[config.mk]
export PLATFORM = sky130hd
export DESIGN_NAME = prefix_set_subtract_flat
export DESIGN_NICKNAME = d
export VERILOG_FILES = /design/src/sv/sps_pkg.sv /design/src/sv/sps_ifs.sv /design/src/sv/sps_front.sv /design/src/sv/sps_queue.sv /design/src/sv/sps_back.sv /design/src/sv/prefix_set_subtract.sv /design/src/flat_wrapper.sv
export SDC_FILE = /design/constraint.sdc
export NUM_CORES = 1
export LEC_CHECK = 0
export ABC_AREA = 1
export BUFFER_PORTS_ARGS = -buffer_cell sky130_fd_sc_hd__buf_2
export CAP_MARGIN = 20
export CORE_ASPECT_RATIO = 1.1
export CORE_MARGIN = 2
export CORE_UTILIZATION = 30
export CTS_BUF_LIST = sky130_fd_sc_hd__clkbuf_4 sky130_fd_sc_hd__clkbuf_8
export CTS_CLUSTER_SIZE = 30
export DETAILED_ROUTE_END_ITERATION = 12
export SLEW_MARGIN = 20
export SYNTH_ARGS = -nofsm -noshare
export SYNTH_HDL_FRONTEND = slang
export SYNTH_SLANG_ARGS = --single-unit
[constraint.sdc]
create_clock -name clk -period 5.12 [get_ports clk]
set_input_delay 1.024 -clock clk [delete_from_list [all_inputs] [get_ports clk]]
set_output_delay 1.024 -clock clk [all_outputs]
set_load 0.03 [all_outputs]
[src/sv/sps_pkg.sv]
// ----------------------------------------------------------------------------
// sps_pkg
// Shared constants and the default command type for the prefix set subtract
// block.
// ----------------------------------------------------------------------------
package sps_pkg;

    localparam int ADDR_BITS_DEF   = 32;
    localparam int LEN_W_DEF       = $clog2(ADDR_BITS_DEF + 1);
    localparam int QUEUE_DEPTH_DEF = 2;

    // One classified pair as the back end replays it.  Every piece is
    // (addr & mask) ^ flip, with lengths running from len_lo to len_hi.
    typedef struct packed {
        logic [ADDR_BITS_DEF-1:0] addr;
        logic [ADDR_BITS_DEF-1:0] mask;
        logic [ADDR_BITS_DEF-1:0] flip;
        logic [LEN_W_DEF-1:0]     len_lo;
        logic [LEN_W_DEF-1:0]     len_hi;
        logic                     present;
    } sps_cmd_def_t;

endpackage

[src/sv/sps_ifs.sv]
// ----------------------------------------------------------------------------
// sps_ifs
// Valid/ready channels of the prefix set subtract block: the input pair of
// prefixes and the output pieces.
// ----------------------------------------------------------------------------
interface sps_pair_if
    import sps_pkg::*;
#(
    parameter int ADDR_BITS = ADDR_BITS_DEF
);
    localparam int LEN_W = $clog2(ADDR_BITS + 1);

    logic                 valid;
    logic                 ready;
    logic [ADDR_BITS-1:0] left_addr;
    logic [LEN_W-1:0]     left_len;
    logic [ADDR_BITS-1:0] right_addr;
    logic [LEN_W-1:0]     right_len;

    modport source (output valid, output left_addr, output left_len,
                    output right_addr, output right_len, input ready);
    modport sink   (input valid, input left_addr, input left_len,
                    input right_addr, input right_len, output ready);
endinterface

interface sps_piece_if
    import sps_pkg::*;
#(
    parameter int ADDR_BITS = ADDR_BITS_DEF
);
    localparam int LEN_W = $clog2(ADDR_BITS + 1);

    logic                 valid;
    logic                 ready;
    logic [ADDR_BITS-1:0] piece_addr;
    logic [LEN_W-1:0]     piece_len;
    logic                 present;
    logic                 last;

    modport source (output valid, output piece_addr, output piece_len,
                    output present, output last, input ready);
    modport sink   (input valid, input piece_addr, input piece_len,
                    input present, input last, output ready);
endinterface

[src/sv/sps_front.sv]
// ----------------------------------------------------------------------------
// sps_front
// Accepts a pair of prefixes, normalizes the lengths and addresses, and
// classifies the pair into one command for the back end.
// ----------------------------------------------------------------------------
module sps_front
    import sps_pkg::*;
#(
    parameter int  ADDR_BITS = ADDR_BITS_DEF,
    parameter type cmd_t     = sps_cmd_def_t
)
(
    sps_pair_if.sink   pair,
    output logic       push_valid,
    input  logic       push_ready,
    output cmd_t       push_cmd
);

    localparam int                   LEN_W   = $clog2(ADDR_BITS + 1);
    localparam logic [ADDR_BITS-1:0] ONES    = {ADDR_BITS{1'b1}};
    localparam logic [ADDR_BITS-1:0] TOP_BIT = {1'b1, {(ADDR_BITS-1){1'b0}}};
    localparam logic [LEN_W-1:0]     MAX_LEN = LEN_W'(ADDR_BITS);

    logic [LEN_W-1:0]     llen;
    logic [LEN_W-1:0]     rlen;
    logic [ADDR_BITS-1:0] lmask;
    logic [ADDR_BITS-1:0] rmask;
    logic [ADDR_BITS-1:0] laddr;
    logic [ADDR_BITS-1:0] raddr;
    logic [ADDR_BITS-1:0] split_flip;
    logic                 shorter;
    logic                 split;
    logic                 empty;

    assign pair.ready = push_ready;
    assign push_valid = pair.valid;

    always_comb
    begin
        llen       = (pair.left_len > MAX_LEN) ? MAX_LEN : pair.left_len;
        rlen       = (pair.right_len > MAX_LEN) ? MAX_LEN : pair.right_len;
        lmask      = ~(ONES >> llen);
        rmask      = ~(ONES >> rlen);
        laddr      = pair.left_addr & lmask;
        raddr      = pair.right_addr & rmask;
        split_flip = TOP_BIT >> llen;
        shorter    = llen < rlen;
        split      = shorter && ((raddr & lmask) == laddr);
        empty      = !shorter && ((laddr & rmask) == raddr);

        priority if (split)
        begin
            // Right lies strictly inside left: emit the siblings of right's
            // ancestors from length llen+1 up to rlen.
            push_cmd.addr    = raddr;
            push_cmd.flip    = split_flip;
            push_cmd.mask    = lmask | split_flip;
            push_cmd.len_lo  = llen + LEN_W'(1);
            push_cmd.len_hi  = rlen;
            push_cmd.present = 1'b1;
        end
        else if (empty)
        begin
            push_cmd.addr    = '0;
            push_cmd.flip    = '0;
            push_cmd.mask    = ONES;
            push_cmd.len_lo  = '0;
            push_cmd.len_hi  = '0;
            push_cmd.present = 1'b0;
        end
        else
        begin
            push_cmd.addr    = laddr;
            push_cmd.flip    = '0;
            push_cmd.mask    = ONES;
            push_cmd.len_lo  = llen;
            push_cmd.len_hi  = llen;
            push_cmd.present = 1'b1;
        end
    end

endmodule

[src/sv/sps_queue.sv]
// ----------------------------------------------------------------------------
// sps_queue
// Short command queue between the front end and the back end.
// ----------------------------------------------------------------------------
module sps_queue
    import sps_pkg::*;
#(
    parameter int  DEPTH = QUEUE_DEPTH_DEF,
    parameter type cmd_t = sps_cmd_def_t
)
(
    input  logic clk,
    input  logic rst_n,
    input  logic push_valid,
    output logic push_ready,
    input  cmd_t push_cmd,
    output logic pop_valid,
    input  logic pop_ready,
    output cmd_t pop_cmd
);

    localparam int PTR_W = (DEPTH > 1) ? $clog2(DEPTH) : 1;
    localparam int CNT_W = $clog2(DEPTH + 1);
    localparam logic [PTR_W-1:0] LAST_PTR = PTR_W'(DEPTH - 1);
    localparam logic [CNT_W-1:0] FULL_CNT = CNT_W'(DEPTH);

    cmd_t             entries [DEPTH];
    logic [PTR_W-1:0] wr_ptr_reg;
    logic [PTR_W-1:0] wr_ptr_next;
    logic [PTR_W-1:0] rd_ptr_reg;
    logic [PTR_W-1:0] rd_ptr_next;
    logic [CNT_W-1:0] count_reg;
    logic [CNT_W-1:0] count_next;
    logic             do_push;
    logic             do_pop;

    assign push_ready = count_reg != FULL_CNT;
    assign pop_valid  = count_reg != '0;
    assign pop_cmd    = entries[rd_ptr_reg];
    assign do_push    = push_valid && push_ready;
    assign do_pop     = pop_valid && pop_ready;

    always_comb
    begin
        wr_ptr_next = wr_ptr_reg;
        rd_ptr_next = rd_ptr_reg;
        count_next  = count_reg;
        if (do_push)
        begin
            wr_ptr_next = (wr_ptr_reg == LAST_PTR) ? '0 : wr_ptr_reg + PTR_W'(1);
        end
        if (do_pop)
        begin
            rd_ptr_next = (rd_ptr_reg == LAST_PTR) ? '0 : rd_ptr_reg + PTR_W'(1);
        end
        unique case ({do_push, do_pop})
            2'b10:   count_next = count_reg + CNT_W'(1);
            2'b01:   count_next = count_reg - CNT_W'(1);
            default: count_next = count_reg;
        endcase
    end

    always_ff @(posedge clk or negedge rst_n)
    begin
        if (!rst_n)
        begin
            wr_ptr_reg <= '0;
            rd_ptr_reg <= '0;
            count_reg  <= '0;
        end
        else
        begin
            wr_ptr_reg <= wr_ptr_next;
            rd_ptr_reg <= rd_ptr_next;
            count_reg  <= count_next;
        end
    end

    always_ff @(posedge clk)
    begin
        if (do_push)
        begin
            entries[wr_ptr_reg] <= push_cmd;
        end
    end

endmodule

[src/sv/sps_back.sv]
// ----------------------------------------------------------------------------
// sps_back
// Replays one command as a run of pieces, one per cycle while the output is not
// stalled, into an output register.
// ----------------------------------------------------------------------------
module sps_back
    import sps_pkg::*;
#(
    parameter int  ADDR_BITS = ADDR_BITS_DEF,
    parameter type cmd_t     = sps_cmd_def_t
)
(
    input  logic        clk,
    input  logic        rst_n,
    input  logic        pop_valid,
    output logic        pop_ready,
    input  cmd_t        pop_cmd,
    sps_piece_if.source piece
);

    localparam int LEN_W = $clog2(ADDR_BITS + 1);

    logic                 busy_reg;
    logic [ADDR_BITS-1:0] addr_reg;
    logic [ADDR_BITS-1:0] mask_reg;
    logic [ADDR_BITS-1:0] flip_reg;
    logic [LEN_W-1:0]     cur_reg;
    logic [LEN_W-1:0]     end_reg;
    logic                 present_reg;
    logic                 out_valid_reg;
    logic [ADDR_BITS-1:0] piece_addr_reg;
    logic [LEN_W-1:0]     piece_len_reg;
    logic                 present_out_reg;
    logic                 last_reg;
    logic                 emit;
    logic                 at_end;

    assign pop_ready = !busy_reg;
    assign emit      = busy_reg && (!out_valid_reg || piece.ready);
    assign at_end    = cur_reg == end_reg;

    assign piece.valid      = out_valid_reg;
    assign piece.piece_addr = piece_addr_reg;
    assign piece.piece_len  = piece_len_reg;
    assign piece.present    = present_out_reg;
    assign piece.last       = last_reg;

    always_ff @(posedge clk or negedge rst_n)
    begin
        if (!rst_n)
        begin
            busy_reg      <= 1'b0;
            out_valid_reg <= 1'b0;
        end
        else
        begin
            if (emit)
            begin
                out_valid_reg <= 1'b1;
            end
            else if (piece.ready)
            begin
                out_valid_reg <= 1'b0;
            end
            if (pop_valid && !busy_reg)
            begin
                busy_reg <= 1'b1;
            end
            else if (emit && at_end)
            begin
                busy_reg <= 1'b0;
            end
        end
    end

    always_ff @(posedge clk)
    begin
        if (pop_valid && !busy_reg)
        begin
            addr_reg    <= pop_cmd.addr;
            mask_reg    <= pop_cmd.mask;
            flip_reg    <= pop_cmd.flip;
            cur_reg     <= pop_cmd.len_lo;
            end_reg     <= pop_cmd.len_hi;
            present_reg <= pop_cmd.present;
        end
        else if (emit)
        begin
            cur_reg  <= cur_reg + LEN_W'(1);
            flip_reg <= flip_reg >> 1;
            mask_reg <= mask_reg | (flip_reg >> 1);
        end
        if (emit)
        begin
            piece_addr_reg  <= (addr_reg & mask_reg) ^ flip_reg;
            piece_len_reg   <= cur_reg;
            present_out_reg <= present_reg;
            last_reg        <= at_end;
        end
    end

endmodule

[src/sv/prefix_set_subtract.sv]
// The first piece of a pair is registered in a queue entry, the generator's command
// registers and the output register. A pair yields at most ADDR_BITS pieces and
// holds the generator until its last one; pieces leave one per cycle unless stalled.
// A queue of QUEUE_DEPTH commands lets new pairs be taken while a run is emitted.
// Reset clears the queue and all valid flags; no transaction is pending after reset.
// ----------------------------------------------------------------------------
// prefix_set_subtract
// Subtracts one address prefix from another and emits the difference as a
// run of disjoint prefixes.
// ----------------------------------------------------------------------------
module prefix_set_subtract
    import sps_pkg::*;
#(
    parameter int ADDR_BITS   = ADDR_BITS_DEF,
    parameter int QUEUE_DEPTH = QUEUE_DEPTH_DEF
)
(
    input  logic        clk,
    input  logic        rst_n,
    sps_pair_if.sink    pair,
    sps_piece_if.source piece
);

    localparam int LEN_W = $clog2(ADDR_BITS + 1);

    typedef struct packed {
        logic [ADDR_BITS-1:0] addr;
        logic [ADDR_BITS-1:0] mask;
        logic [ADDR_BITS-1:0] flip;
        logic [LEN_W-1:0]     len_lo;
        logic [LEN_W-1:0]     len_hi;
        logic                 present;
    } cmd_t;

    logic push_valid;
    logic push_ready;
    cmd_t push_cmd;
    logic pop_valid;
    logic pop_ready;
    cmd_t pop_cmd;

    sps_front #(
        .ADDR_BITS (ADDR_BITS),
        .cmd_t     (cmd_t)
    ) u_front (
        .pair       (pair),
        .push_valid (push_valid),
        .push_ready (push_ready),
        .push_cmd   (push_cmd)
    );

    sps_queue #(
        .DEPTH (QUEUE_DEPTH),
        .cmd_t (cmd_t)
    ) u_queue (
        .clk        (clk),
        .rst_n      (rst_n),
        .push_valid (push_valid),
        .push_ready (push_ready),
        .push_cmd   (push_cmd),
        .pop_valid  (pop_valid),
        .pop_ready  (pop_ready),
        .pop_cmd    (pop_cmd)
    );

    sps_back #(
        .ADDR_BITS (ADDR_BITS),
        .cmd_t     (cmd_t)
    ) u_back (
        .clk       (clk),
        .rst_n     (rst_n),
        .pop_valid (pop_valid),
        .pop_ready (pop_ready),
        .pop_cmd   (pop_cmd),
        .piece     (piece)
    );

endmodule

[src/flat_wrapper.sv]
// flat-port wrapper written by rule: the top's interface ports become plain ports
module prefix_set_subtract_flat import sps_pkg::*;
#(
    parameter int ADDR_BITS   = ADDR_BITS_DEF,
    parameter int QUEUE_DEPTH = QUEUE_DEPTH_DEF
)
  (clk, rst_n, pair_valid, pair_left_addr, pair_left_len, pair_right_addr, pair_right_len, pair_ready, piece_valid, piece_piece_addr, piece_piece_len, piece_present, piece_last, piece_ready);
  sps_pair_if #(.ADDR_BITS(ADDR_BITS)) pair_i ();
  sps_piece_if #(.ADDR_BITS(ADDR_BITS)) piece_i ();
  input  logic clk;
  input  logic rst_n;
  input wire logic [$bits(pair_i.valid)-1:0] pair_valid;
  input wire logic [$bits(pair_i.left_addr)-1:0] pair_left_addr;
  input wire logic [$bits(pair_i.left_len)-1:0] pair_left_len;
  input wire logic [$bits(pair_i.right_addr)-1:0] pair_right_addr;
  input wire logic [$bits(pair_i.right_len)-1:0] pair_right_len;
  output wire logic [$bits(pair_i.ready)-1:0] pair_ready;
  output wire logic [$bits(piece_i.valid)-1:0] piece_valid;
  output wire logic [$bits(piece_i.piece_addr)-1:0] piece_piece_addr;
  output wire logic [$bits(piece_i.piece_len)-1:0] piece_piece_len;
  output wire logic [$bits(piece_i.present)-1:0] piece_present;
  output wire logic [$bits(piece_i.last)-1:0] piece_last;
  input wire logic [$bits(piece_i.ready)-1:0] piece_ready;
  assign pair_i.valid = pair_valid;
  assign pair_i.left_addr = pair_left_addr;
  assign pair_i.left_len = pair_left_len;
  assign pair_i.right_addr = pair_right_addr;
  assign pair_i.right_len = pair_right_len;
  assign pair_ready = pair_i.ready;
  assign piece_valid = piece_i.valid;
  assign piece_piece_addr = piece_i.piece_addr;
  assign piece_piece_len = piece_i.piece_len;
  assign piece_present = piece_i.present;
  assign piece_last = piece_i.last;
  assign piece_i.ready = piece_ready;
  prefix_set_subtract #(.ADDR_BITS(ADDR_BITS), .QUEUE_DEPTH(QUEUE_DEPTH)) u_core (.clk(clk), .rst_n(rst_n), .pair(pair_i), .piece(piece_i));
endmodule
* Word-level counts from Yosys, hierarchy flattened
Memory sizes are Yosys's and may differ from the RTL's.
Cells that the tools add are included.
** Cells by class
- Add/sub/neg operators :: 6
- $lt $le $gt $ge :: 3
- Eq/ne operators :: 6
- Shift operators :: 3
- Muxes and demuxes :: 19
- Bitwise gates (word level) :: 10
- Reductions and logical operators :: 15
** Operator list (number)
- 2-to-1 mux 109 bit :: 2
- AND 32 bit :: 5
- 2-to-1 mux 32 bit :: 4
- >> shifter 32 x 6 -> 32 bit (first input constant) :: 3
- == test 32 bit :: 2
- inverter 32 bit :: 2
- OR 32 x 31 -> 32 bit :: 1
- OR 32 bit :: 1
- bitwise XOR 32 bit :: 1
- 2-to-1 mux 6 bit :: 4
- adder 6 x 1 -> 6 bit (second input constant) :: 2
- > comparator 6 bit (second input constant) :: 2
- nonzero test 2 bit :: 5
- 2-to-1 mux 1 bit :: 8
- == test 6 bit :: 1
- logical AND 1 bit :: 6
- less-than comparator 6 bit :: 1
- case mux 2 bit (2 select lines) :: 1
- logical NOT 1 bit :: 3
- adder 1 bit (second input constant) :: 2
- adder 2 x 1 -> 2 bit (second input constant) :: 1
- == test 2 x 1 -> 1 bit (second input constant) :: 1
- == test 2 bit (second input constant) :: 1
- inequality test 2 bit (second input constant) :: 1
- other kinds (2) :: 2
** Word-level totals
- Register bits :: 155
- Memory bits (writable) :: 218
- Bits of input ports :: 80
- Output and inout port bits :: 42
- Logic and storage cells :: 78
- Memories kept :: 1
** Memories
- u_core.u_queue.entries :: depth 2, bits a word 109, read ports 1, clocked after Yosys merged registers in 0, write ports 1, line sps_queue.sv:27 : cmd_t entries [DEPTH];

* Longest topological paths before layout
Gate-level depths: netlist of run 1.
- Depth in word-level cells :: 10
- Gate-level depth with buffers :: 25

* Cells and area by module
Synthesis of run 1 repeated with hierarchy kept, for this count alone.
** Unflattened totals
- Cell total of the unflattened synthesis :: 1923
- Area, all modules :: 18051.1 um^2
** Modules (own cells, without submodules)
- sps_queue :: times used 1, cells an instance 599, area each 8184.1 um^2
- sps_back :: times used 1, cells an instance 491, area each 6211.0 um^2
- sps_front :: times used 1, cells an instance 833, area each 3656.0 um^2

* Worst setup path after synthesis of run 1
OpenSTA, ideal clock, no wires.
- Path type :: input -> register
- From :: in pair_valid
- To :: mem u_core.u_queue.entries[1][0] in the netlist's numbering, enable pin
- Setup time :: 0.578 ns
- Arrival time :: 5.645 ns
- Required time :: 4.542 ns
- Path slack :: -1.103 ns
- Stages :: 2
- Cell sequence :: nand2_1 -> nor2_1
** On the way
- Word-level cells in the longest chain between the ends :: 3
** RTL lines
- from (decl) :: line flat_wrapper.sv:12 : input wire logic [$bits(pair_i.valid)-1:0] pair_valid;
- logical AND 1 bit :: line sps_queue.sv:40 : assign do_push = push_valid && push_ready;
- 2-to-1 mux 1 bit :: line sps_queue.sv:81 : if (do_push)
- 2-to-1 mux 1 bit (not written as such) :: line sps_queue.sv:83 : entries[wr_ptr_reg] <= push_cmd;
- to (decl) :: line sps_queue.sv:27
No other way between the ends.

==> flow_summary.toml, run 1 <==
[outcome]
outcome = "finished, final reports clean"

[floorplan]
dieArea_sq_um = 61300
cell_row_count = 93
fp.dieH_um = 259
floorplan.initialDensity = 0.303
io-pin-count = 122
coreArea_sq_um = 58600
chipWidth_um = 236

[global_routing]
grt_first_pass_wirelength_um = 79200
number_of_global_route_vias_before_repair = 12798
grt_use_total = 0.171
globalRouteOverflowTotal = 0
number_of_antenna_violations_at_the_first_check_in_global_routing = 1
grt_start_max_net_pins = 179

[synth]
syn_nets = 1909
area_share_of_fa_ha_maj_cells_after_synthesis = 0.0105
synth_top_area_frac = 0.616
post_synth_main_area_contributors = "edfxtp_1 (62%), nand2_1 (12%), nand3_1 (4.6%)"
yosys_warnings = 0
async_reset_ff_frac = 0.0162
syn-mean-instance-area_sq_um = 9.81
synth_area_leader_cell = "edfxtp_1"
synth.cell_area_sq_um = 17800
dominantRegCellSynth = "edfxtp_1"
synth-edff-count = 365
post_synth_and_or_nand_nor_area_fraction = 0.244
yosysUniqueCellTypes = 40
synth_top_family_by_area = "simple AND/OR/NAND/NOR gates"
syn_inst = 1814
synth_compound_gate_area_share = 0.0459
seq_area_frac_synth = 0.624
share_of_cell_area_taken_by_muxes_after_synthesis = 0
ys_seq_elements = 371
share_of_the_synthesized_netlist_area_taken_by_xor_and_xnor_gates = 0.0241

[layout]
multi_input_area_sq_um = 5810
largest_register_ff_count = 216
mostFrequentLayoutCell = "nand2_1"
seq_area_sq_um = 11100
syn2layout_area_growth_pct = 14.5
nNetsFinal = 2044
fillerInstances = 6026
layout_common_cells = "nand2_1 (570), edfxtp_1 (365), nand3_1 (165), nor2_1 (164), inv_1 (135)"
post_route_cells_drive_above_1_share = 0.139
registers.top_by_ff_count = "u_core.u_queue.entries"
final_area_sq_um = 20400
final_core_util = 0.347

[sta]
fin_crit_ps = 4550
timing_limited_maximum_frequency_ghz = 0.220
setup-violations-final = 0
fin_crit_sh = 0.890
hold_viol_final = 0
rsz0062_at_grt = "false"
final_max_slew_viol_count = 0
final.setup.worst_slack_ps = 566
worst_slew_margin_rel = 0.384
hold_ws_ps = 247
final.setup_skew_ps = 18.0
worstMarginPinSlew_ps = 921

[power]
vdd_ir_drop_max_v = 0.000308
power_leakage_nw = 8.03
total_power_mw = 9.96
power_density_nw_per_um2 = 489

[drt]
remaining_drc_errors = 0
wirelength_um = 53000
wire_per_inst_um = 19.3
route.detailed.vias_per_inst = 4.84
drt_pass1_iterations = 6
detailed_route_via_count = 13311
route.antenna.remaining_nets = 0
drt_iter0_drc = 1053

[clocking]
post-cts-setup-buffer-count = 0
insertion_delay_ps = 590
tritoncts.num_buffers = 52
h-tree-depth = 2
root_cell_of_the_clock_tree = "clkbuf_8"
cts.repair.resized = 0
cts_buffer_depth = 3
cts.sink_count = 371
cts_hold_buf = 0
tritoncts = "built"
worst_setup_hold_path_clk_slew_ps = 70

[setup_path]
critical_path_capture_point_type = "flip-flop"
timing.reg2reg.worst_path_depth = 4
timing.critical_path.required_ps = 5430
worst_ep_arrival_time_ps = 4860
crit_path_max_fanout = 13
critPathLaunchType = "input pin"
critPathKind = "input pin to flip-flop"

[placed_design]
place_area_sq_um = 19400
place_congestion = 0.916
setup_ws_pre_cts_ps = -308
port_buffers = 121
dp.final_hpwl_um = 38600

[flow_run]
drv_cap = 0

[hold_path]
hold_class = "input pin to asynchronous set/reset pin"
## report_power, final
part | total, mW | internal (mW) | switching, mW
sequential | 4.96 | 4.52 | 0.444
combinational | 2.79 | 0.783 | 2.01
clock | 2.20 | 1.13 | 1.08
## metal layers
metal  track usage  part of all wire  wire length, um  vias to the layer above
met4        0.0724             0.039             2050                        0
met1         0.234              0.45            23600                     6308
met3        0.0216             0.058             3070                       93
met2         0.274              0.46            24300                      474
met5             0                 0                0                        -
li1              -                 -                -                     6436
## metrics by stage
step | setup TNS (ps) | instances
2_1_floorplan | 0 | 1814
3_3_place_gp | -898 | 2654
3_5_place_dp | -3240 | 2654
4_1_cts | 0 | 2748
5_1_grt | 0 | 2750
6_report | 0 | 2750
## path summary, 6_finish.rpt
kind	startpoint	end	slack [ps]
max	pair_left_len[4]	u_core.u_queue.entries[0][73]	570
min	rst_n	u_core.u_queue.wr_ptr_reg	250
max reg2reg	u_core.u_queue.rd_ptr_reg	u_core.u_back.addr_reg[8]	2420
min reg2reg	u_core.u_back.present_reg	u_core.u_back.piece.present	420
max in group asynchronous	rst_n	u_core.u_queue.rd_ptr_reg	4700
min in group clk	u_core.u_back.present_reg	u_core.u_back.piece.present	420
## layout make-up
class | instances | area share
Inverter | 149 | 0.0275
Antenna cell | 1 | 0.000123
Sequential cell | 371 | 0.545
Clock buffer | 61 | 0.0387
Clock inverter | 33 | 0.00982
Timing Repair Buffer | 155 | 0.0463
Tap cell | 760 | 0.0467
Multi-Input combinational cell | 1220 | 0.285
## logic make-up (layout without fill, tap and decap cells)
kind of cell | after synthesis | after routing
buffers and inverters | 223 | 398
AOI/OAI and AO/OA | 140 | 140
xor gates and xnor gates | 49 | 49
adders and majority gates | 15 | 15
and+or+nand+nor | 1016 | 1016
other | 0 | 1
DFF | 371 | 371
## critical path, cell delays in order
cell,delay (ps)
buf_2,140
inv_2,140
nand3_1,100
nand2_1,170
inv_2,80
nor2_1,300
ha_1,310
inv_1,90
ha_1,270
nand3_1,250
nand2_1,140
nand2_1,110
nand2_1,80
a21oi_1,150
nand2_1,70
nor2_1,290
nand4_4,340
buf_4,310
nor2_1,350
nand2_1,150
## synth_stat cells, drive strengths merged (2+ instances only)
master,count
o21ai,37
nand2,576
a21oi,30
o211ai,3
nor3,53
a31oi,64
edfxtp,365
clkinv,2
nand4,23
ha,15
nand3b,22
xor2,6
dfrtp,6
nor2,173
clkbuf,44
buf,30
and3,2
inv,147
xnor2,43
nand3,165
(Power assumes the default switching activity.)
==> run 2: changes to the inputs <==
MAX_ROUTING_LAYER = met4   (was unset)
==> run 2 against run 1 <==
Worst hold slack improved by 2.8 ps. Sequential cell count did not move. Sequential share of layout area fell by 0.20 points. Final cell count rose by 0.15%. Die area did not move. Largest power group unchanged. Highest routed layer unchanged.
==> flow_summary.toml, run 2 (same netlist as run 1, synthesis figures left out) <==
[clocking]
worst_setup_hold_path_clk_slew_ps = 60
root_cell_of_the_clock_tree = "clkbuf_8"
h-tree-depth = 2
cts.repair.resized = 0
cts_hold_buf = 0
insertion_delay_ps = 590
cts_buffer_depth = 3
cts.sink_count = 371
post-cts-setup-buffer-count = 0
tritoncts.num_buffers = 53
tritoncts = "built"

[sta]
fin_crit_sh = 0.881
final.setup_skew_ps = 21.4
hold_ws_ps = 249
worstMarginPinSlew_ps = 964
worst_slew_margin_rel = 0.357
timing_limited_maximum_frequency_ghz = 0.222
setup-violations-final = 0
rsz0062_at_grt = "false"
final_max_slew_viol_count = 0
fin_crit_ps = 4510
hold_viol_final = 0

[power]
power_leakage_nw = 8.08
total_power_mw = 10.0
vdd_ir_drop_max_v = 0.000255
power_density_nw_per_um2 = 490

[layout]
layout_common_cells = "nand2_1 (570), edfxtp_1 (365), nand3_1 (165), nor2_1 (164), inv_1 (135)"
registers.top_by_ff_count = "u_core.u_queue.entries"
largest_register_ff_count = 216
nNetsFinal = 2048
syn2layout_area_growth_pct = 14.9
layout.cells.non_filler = 2754
seq_area_sq_um = 11100
multi_input_area_sq_um = 5810
post_route_cells_drive_above_1_share = 0.144
final_area_sq_um = 20400
fillerInstances = 6025
mostFrequentLayoutCell = "nand2_1"

[placed_design]
placed_cells_incl_taps = 2658
dp.final_hpwl_um = 39500
place_area_sq_um = 19400
port_buffers = 121
place_congestion = 0.987

[setup_path]
r2r-start = "u_core.u_queue.rd_ptr_reg"
crit-reg2reg-capture = "u_core.u_back.addr_reg[9]"
timing.critical_path.required_ps = 5440
worst_setup_path_endpoint = "u_core.u_queue.entries[1][57]"
cp-startpoint = "pair_left_len[4]"
worst_ep_arrival_time_ps = 4830
critical_path_capture_point_type = "flip-flop"
timing.reg2reg.setup_slack_ps = 2630
timing.reg2reg.worst_path_depth = 4
crit_path_max_fanout = 18
critPathLaunchType = "input pin"
critPathKind = "input pin to flip-flop"

[global_routing]
number_of_antenna_violations_at_the_first_check_in_global_routing = 1
grt_start_max_net_pins = 179
globalRouteOverflowTotal = 0
grt_use_total = 0.179
grt_first_pass_wirelength_um = 80700
number_of_global_route_vias_before_repair = 12981

[drt]
detailed_route_via_count = 13320
route.antenna.remaining_nets = 0
wirelength_um = 53400
route.detailed.vias_per_inst = 4.84
remaining_drc_errors = 0
drt_iter0_drc = 1201
wire_per_inst_um = 19.4
drt_pass1_iterations = 7

[floorplan]
floorplan.initialDensity = 0.303
coreArea_sq_um = 58600
cell_row_count = 93
io-pin-count = 122
dieArea_sq_um = 61300
chipWidth_um = 236
fp.dieH_um = 259

[outcome]
outcome = "finished, final reports clean"

[flow_run]
drv_cap = 0

[hold_path]
hold_class = "input pin to asynchronous set/reset pin"
-- run 2: cell count changes in the layout (fill, tap and decap cells not counted), sizes merged --
cell / before / now
buf: 155 / 158
bufinv: 2 / 1
clkbuf: 61 / 74
clkinv: 33 / 23
clkinvlp: 2 / 1
-- run 2: worst min path at each step --
| stage | startpoint | end | slack (ps) | cells after the start |
|---|---|---|---|---|
| finish | rst_n | u_core.u_back.piece.valid | 250 | 1 |
| global route | rst_n | u_core.u_back.piece.valid | 220 | 1 |
| CTS | rst_n | u_core.u_back.piece.valid | 210 | 1 |
| detailed placement | u_core.u_back.present_reg | u_core.u_back.piece.present | 400 | 0 |
| global placement | u_core.u_back.present_reg | u_core.u_back.piece.present | 410 | 0 |
| floorplan | u_core.u_back.present_reg | u_core.u_back.piece.present | 400 | 0 |
-- run 2: metal layers --
layer	vias up	GRT usage	wire length [um]
met5	-	-	0
met4	0	0.0575	1620
met3	96	0.0186	2580
met2	438	0.290	25200
met1	6337	0.236	24000
li1	6449	-	-
-- run 2: layout make-up --
cell class / instances / share of cell area
clock inverter: 21 / 0.00606
clock buffer: 74 / 0.0440
multi-input combinational: 1220 / 0.284
timing repair buffer: 158 / 0.0481
tap: 760 / 0.0465
antenna: 1 / 0.000122
inverter: 149 / 0.0274
sequential: 371 / 0.544
-- run 2: critical path, cell delays in order --
cell and delay [ps]:
buf_2 150, inv_2 140, nand3_1 90, nand2_1 150
inv_2 80, nor2_1 290, ha_1 300, inv_1 80
ha_1 210, buf_4 160, nand3_1 220, nand2_1 140
nand2_1 110, nand2_1 80, a21oi_1 150, nand2_1 70
nor2_1 310, nand4_4 380, buf_4 350, nor2_1 210
nand2_1 110
-- run 2: through the flow --
step | util | TNS (ps) | setup WS [ps]
floorplan | - | 0 | 714
global placement | 0.331 | -2510 | -216
detailed placement | 0.331 | 0 | 107
CTS | 0.349 | 0 | 725
global route | 0.349 | 0 | 335
finish | 0.349 | 0 | 610
-- run 2: power breakdown --
part / switching [mW] / internal, mW
combinational: 2.02 / 0.801
clock: 1.08 / 1.18
sequential: 0.425 / 4.51
==> run 3: changes to the inputs <==
--- a/config.mk
+++ b/config.mk
@@ -16,3 +16,2 @@
 export DETAILED_ROUTE_END_ITERATION = 12
-export MAX_ROUTING_LAYER = met4
 export SLEW_MARGIN = 20
==> constraint.sdc (replaced) <==
create_clock -name clk -period 5.12 [get_ports clk]
set_input_delay 0 -clock clk [delete_from_list [all_inputs] [get_ports clk]]
set_output_delay 0 -clock clk [all_outputs]
set_load 0.03 [all_outputs]
==> run 3 against run 2 <==
Clock power shrank 3%. Global-route usage is 0.69 points lower. Combinational power increased by 2%. Critical endpoint is now u_core.u_queue.entries[0][87].
==> flow_summary.toml, run 3 (same netlist as run 1, synthesis figures left out) <==
[outcome]
outcome = "finished, final reports clean"

[power]
power.clock.fraction = 0.220
power_leakage_nw = 8.19
power.switching_fraction = 0.357
vdd_ir_drop_max_v = 0.000328
power.sequential.fraction = 0.492
internal_power_mw = 6.46
switchingPower_mw = 3.58
power_density_nw_per_um2 = 484
combinationalPowerShare = 0.288
total_power_mw = 10.0

[setup_path]
timing.critical_path.cells = "dlygate4sd3_1, buf_2, inv_2, nand2_1, inv_1, nand3_1, nand2_1, nand2_1, nand2_1, nand2_1, inv_1, nand2_1, nor2_1, nand2_1, nor2_1, nand4_4, buf_4, nand3_1, nand2_1, dlygate4sd3_1"
timing.reg2reg.setup_slack_ps = 2690
critical_path_capture_point_type = "flip-flop"
critical-path-top-delay-family = "buffers and inverters"
timing.critical_path.required_ps = 5440
cp-startpoint = "pair_right_len[5]"
crit_path_max_fanout = 31
critPathKind = "input pin to flip-flop"
critPathLaunchType = "input pin"
crit_path_top_delay_cell = "dlygate4sd3_1"
crit_path_max_incr_delay_ps = 580
worstSetupPathDepth = 20
timing.reg2reg.worst_path_depth = 5
worstPathBufferInverterCount = 7
crit-reg2reg-capture = "u_core.u_queue.entries[0][25]"
r2r-start = "u_core.u_queue.count_reg[0]"
worst_setup_path_endpoint = "u_core.u_queue.entries[0][87]"
worst_ep_arrival_time_ps = 4470
path_common_cell = "nand2_1"

[floorplan]
floorplan.initialDensity = 0.303
io-pin-count = 122
dieArea_sq_um = 61300
cell_row_count = 93
coreArea_sq_um = 58600
chipWidth_um = 236
fp.dieH_um = 259

[drt]
wire_per_inst_um = 19.1
wirelength_met1_um = 23800
wl_met2_um = 25600
route.detailed.vias_per_inst = 4.83
wirelength_um = 53300
route.antenna.remaining_nets = 0
drt_iter0_drc = 1199
detailed_route_via_count = 13467
met3_routed_length_um = 2410
dr.max_layer_used = "met4"
remaining_drc_errors = 0
drt_pass1_iterations = 6

[flow_run]
drv_cap = 0

[sta]
setup-violations-final = 0
fin_crit_ps = 4150
final_max_slew_viol_count = 0
hold_ws_ps = 46.8
final.setup_skew_ps = 24.0
worstMarginPinSlew_ps = 1010
rsz0062_at_grt = "false"
fin_crit_sh = 0.811
tns_ps = 0
worst_slew_margin_rel = 0.324
timing_limited_maximum_frequency_ghz = 0.241
hold_viol_final = 0

[layout]
layout.cells.non_filler = 2790
syn2layout_area_growth_pct = 16.7
fillerInstances = 6023
layout_common_cells = "nand2_1 (570), edfxtp_1 (365), nand3_1 (165), nor2_1 (164), inv_1 (135)"
mostFrequentLayoutCell = "nand2_1"
largest_register_ff_count = 216
registers.top_by_ff_count = "u_core.u_queue.entries"
final_area_sq_um = 20800
post_route_cells_drive_above_1_share = 0.133
multi_input_area_sq_um = 5820
nNetsFinal = 2082
seq_area_sq_um = 11100

[clocking]
cts.sink_count = 371
insertion_delay_ps = 600
root_cell_of_the_clock_tree = "clkbuf_8"
post-cts-setup-buffer-count = 0
tritoncts.num_buffers = 52
worst_setup_hold_path_clk_slew_ps = 60
h-tree-depth = 2
cts_buffer_depth = 3
tritoncts = "built"

[placed_design]
dp.final_hpwl_um = 38900
placed_cells_incl_taps = 2637
place_area_sq_um = 19200
port_buffers = 121
place_congestion = 0.904

[global_routing]
globalRouteOverflowTotal = 0
grt_start_max_net_pins = 179
number_of_global_route_vias_before_repair = 13225
number_of_antenna_violations_at_the_first_check_in_global_routing = 1
grt_use_total = 0.172
grt_first_pass_wirelength_um = 80600

[hold_path]
hold_class = "input pin to flip-flop"
-- run 3: layer usage --
metal	track usage	up-vias
met1	0.231	6460
li1	-	6511
met3	0.0194	77
met5	0	-
met4	0.0549	0
met2	0.291	419
-- run 3: worst register-to-register path: stages (launching register included) --
cell and delay [ps]:
dfrtp_1 390, inv_1 100, nand2_1 100, nand2_1 150, nor2_4 600, buf_4 670
-- run 3: worst min path at each step --
stage / endpoint / slack [ps] / from / depth (start not counted)
finish: u_core.u_queue.entries[0][95] / 50 / pair_left_addr[18] / 5
global route: u_core.u_queue.entries[1][78] / 60 / pair_right_addr[1] / 4
CTS: u_core.u_queue.entries[1][93] / 8 / pair_right_addr[16] / 5
detailed placement: u_core.u_back.piece.valid / -150 / rst_n / 1
global placement: u_core.u_back.piece.valid / -160 / rst_n / 1
floorplan: u_core.u_back.busy_reg / -300 / rst_n / 0
-- run 3: power groups by stage --
stage          Sequential (mW)  Combinational, mW  Clock, mW
6_report                  4.94               2.89       2.21
5_1_grt                   5.03               3.21       2.39
4_1_cts                   4.97               2.92       2.27
3_5_place_dp              5.03               2.88          0
3_3_place_gp              5.02               2.84          0
2_1_floorplan             5.23               1.62          0
-- run 3: stage by stage --
step / util / setup WS, ps
detailed placement: 0.327 / 836
CTS: 0.354 / 1020
floorplan: - / 985
global route: 0.354 / 604
global placement: 0.327 / 939
finish: 0.354 / 969
-- run 3: area by class of cell --
class,count,area share
Multi-Input combinational cell,1220,0.280
Antenna cell,1,0.000121
Clock buffer,74,0.0427
Tap cell,760,0.0458
Clock inverter,22,0.00518
Inverter,149,0.0269
Sequential cell,371,0.535
Timing Repair Buffer,193,0.0636
-- run 3: what timing repair did --
action | 4_1_cts | 5_1_grt
setup endpoints to repair | 0 | 0
hold buffers | 55 | 0
endpoints found under the hold margin | 73 | 0
gates resized for setup | 0 | 0
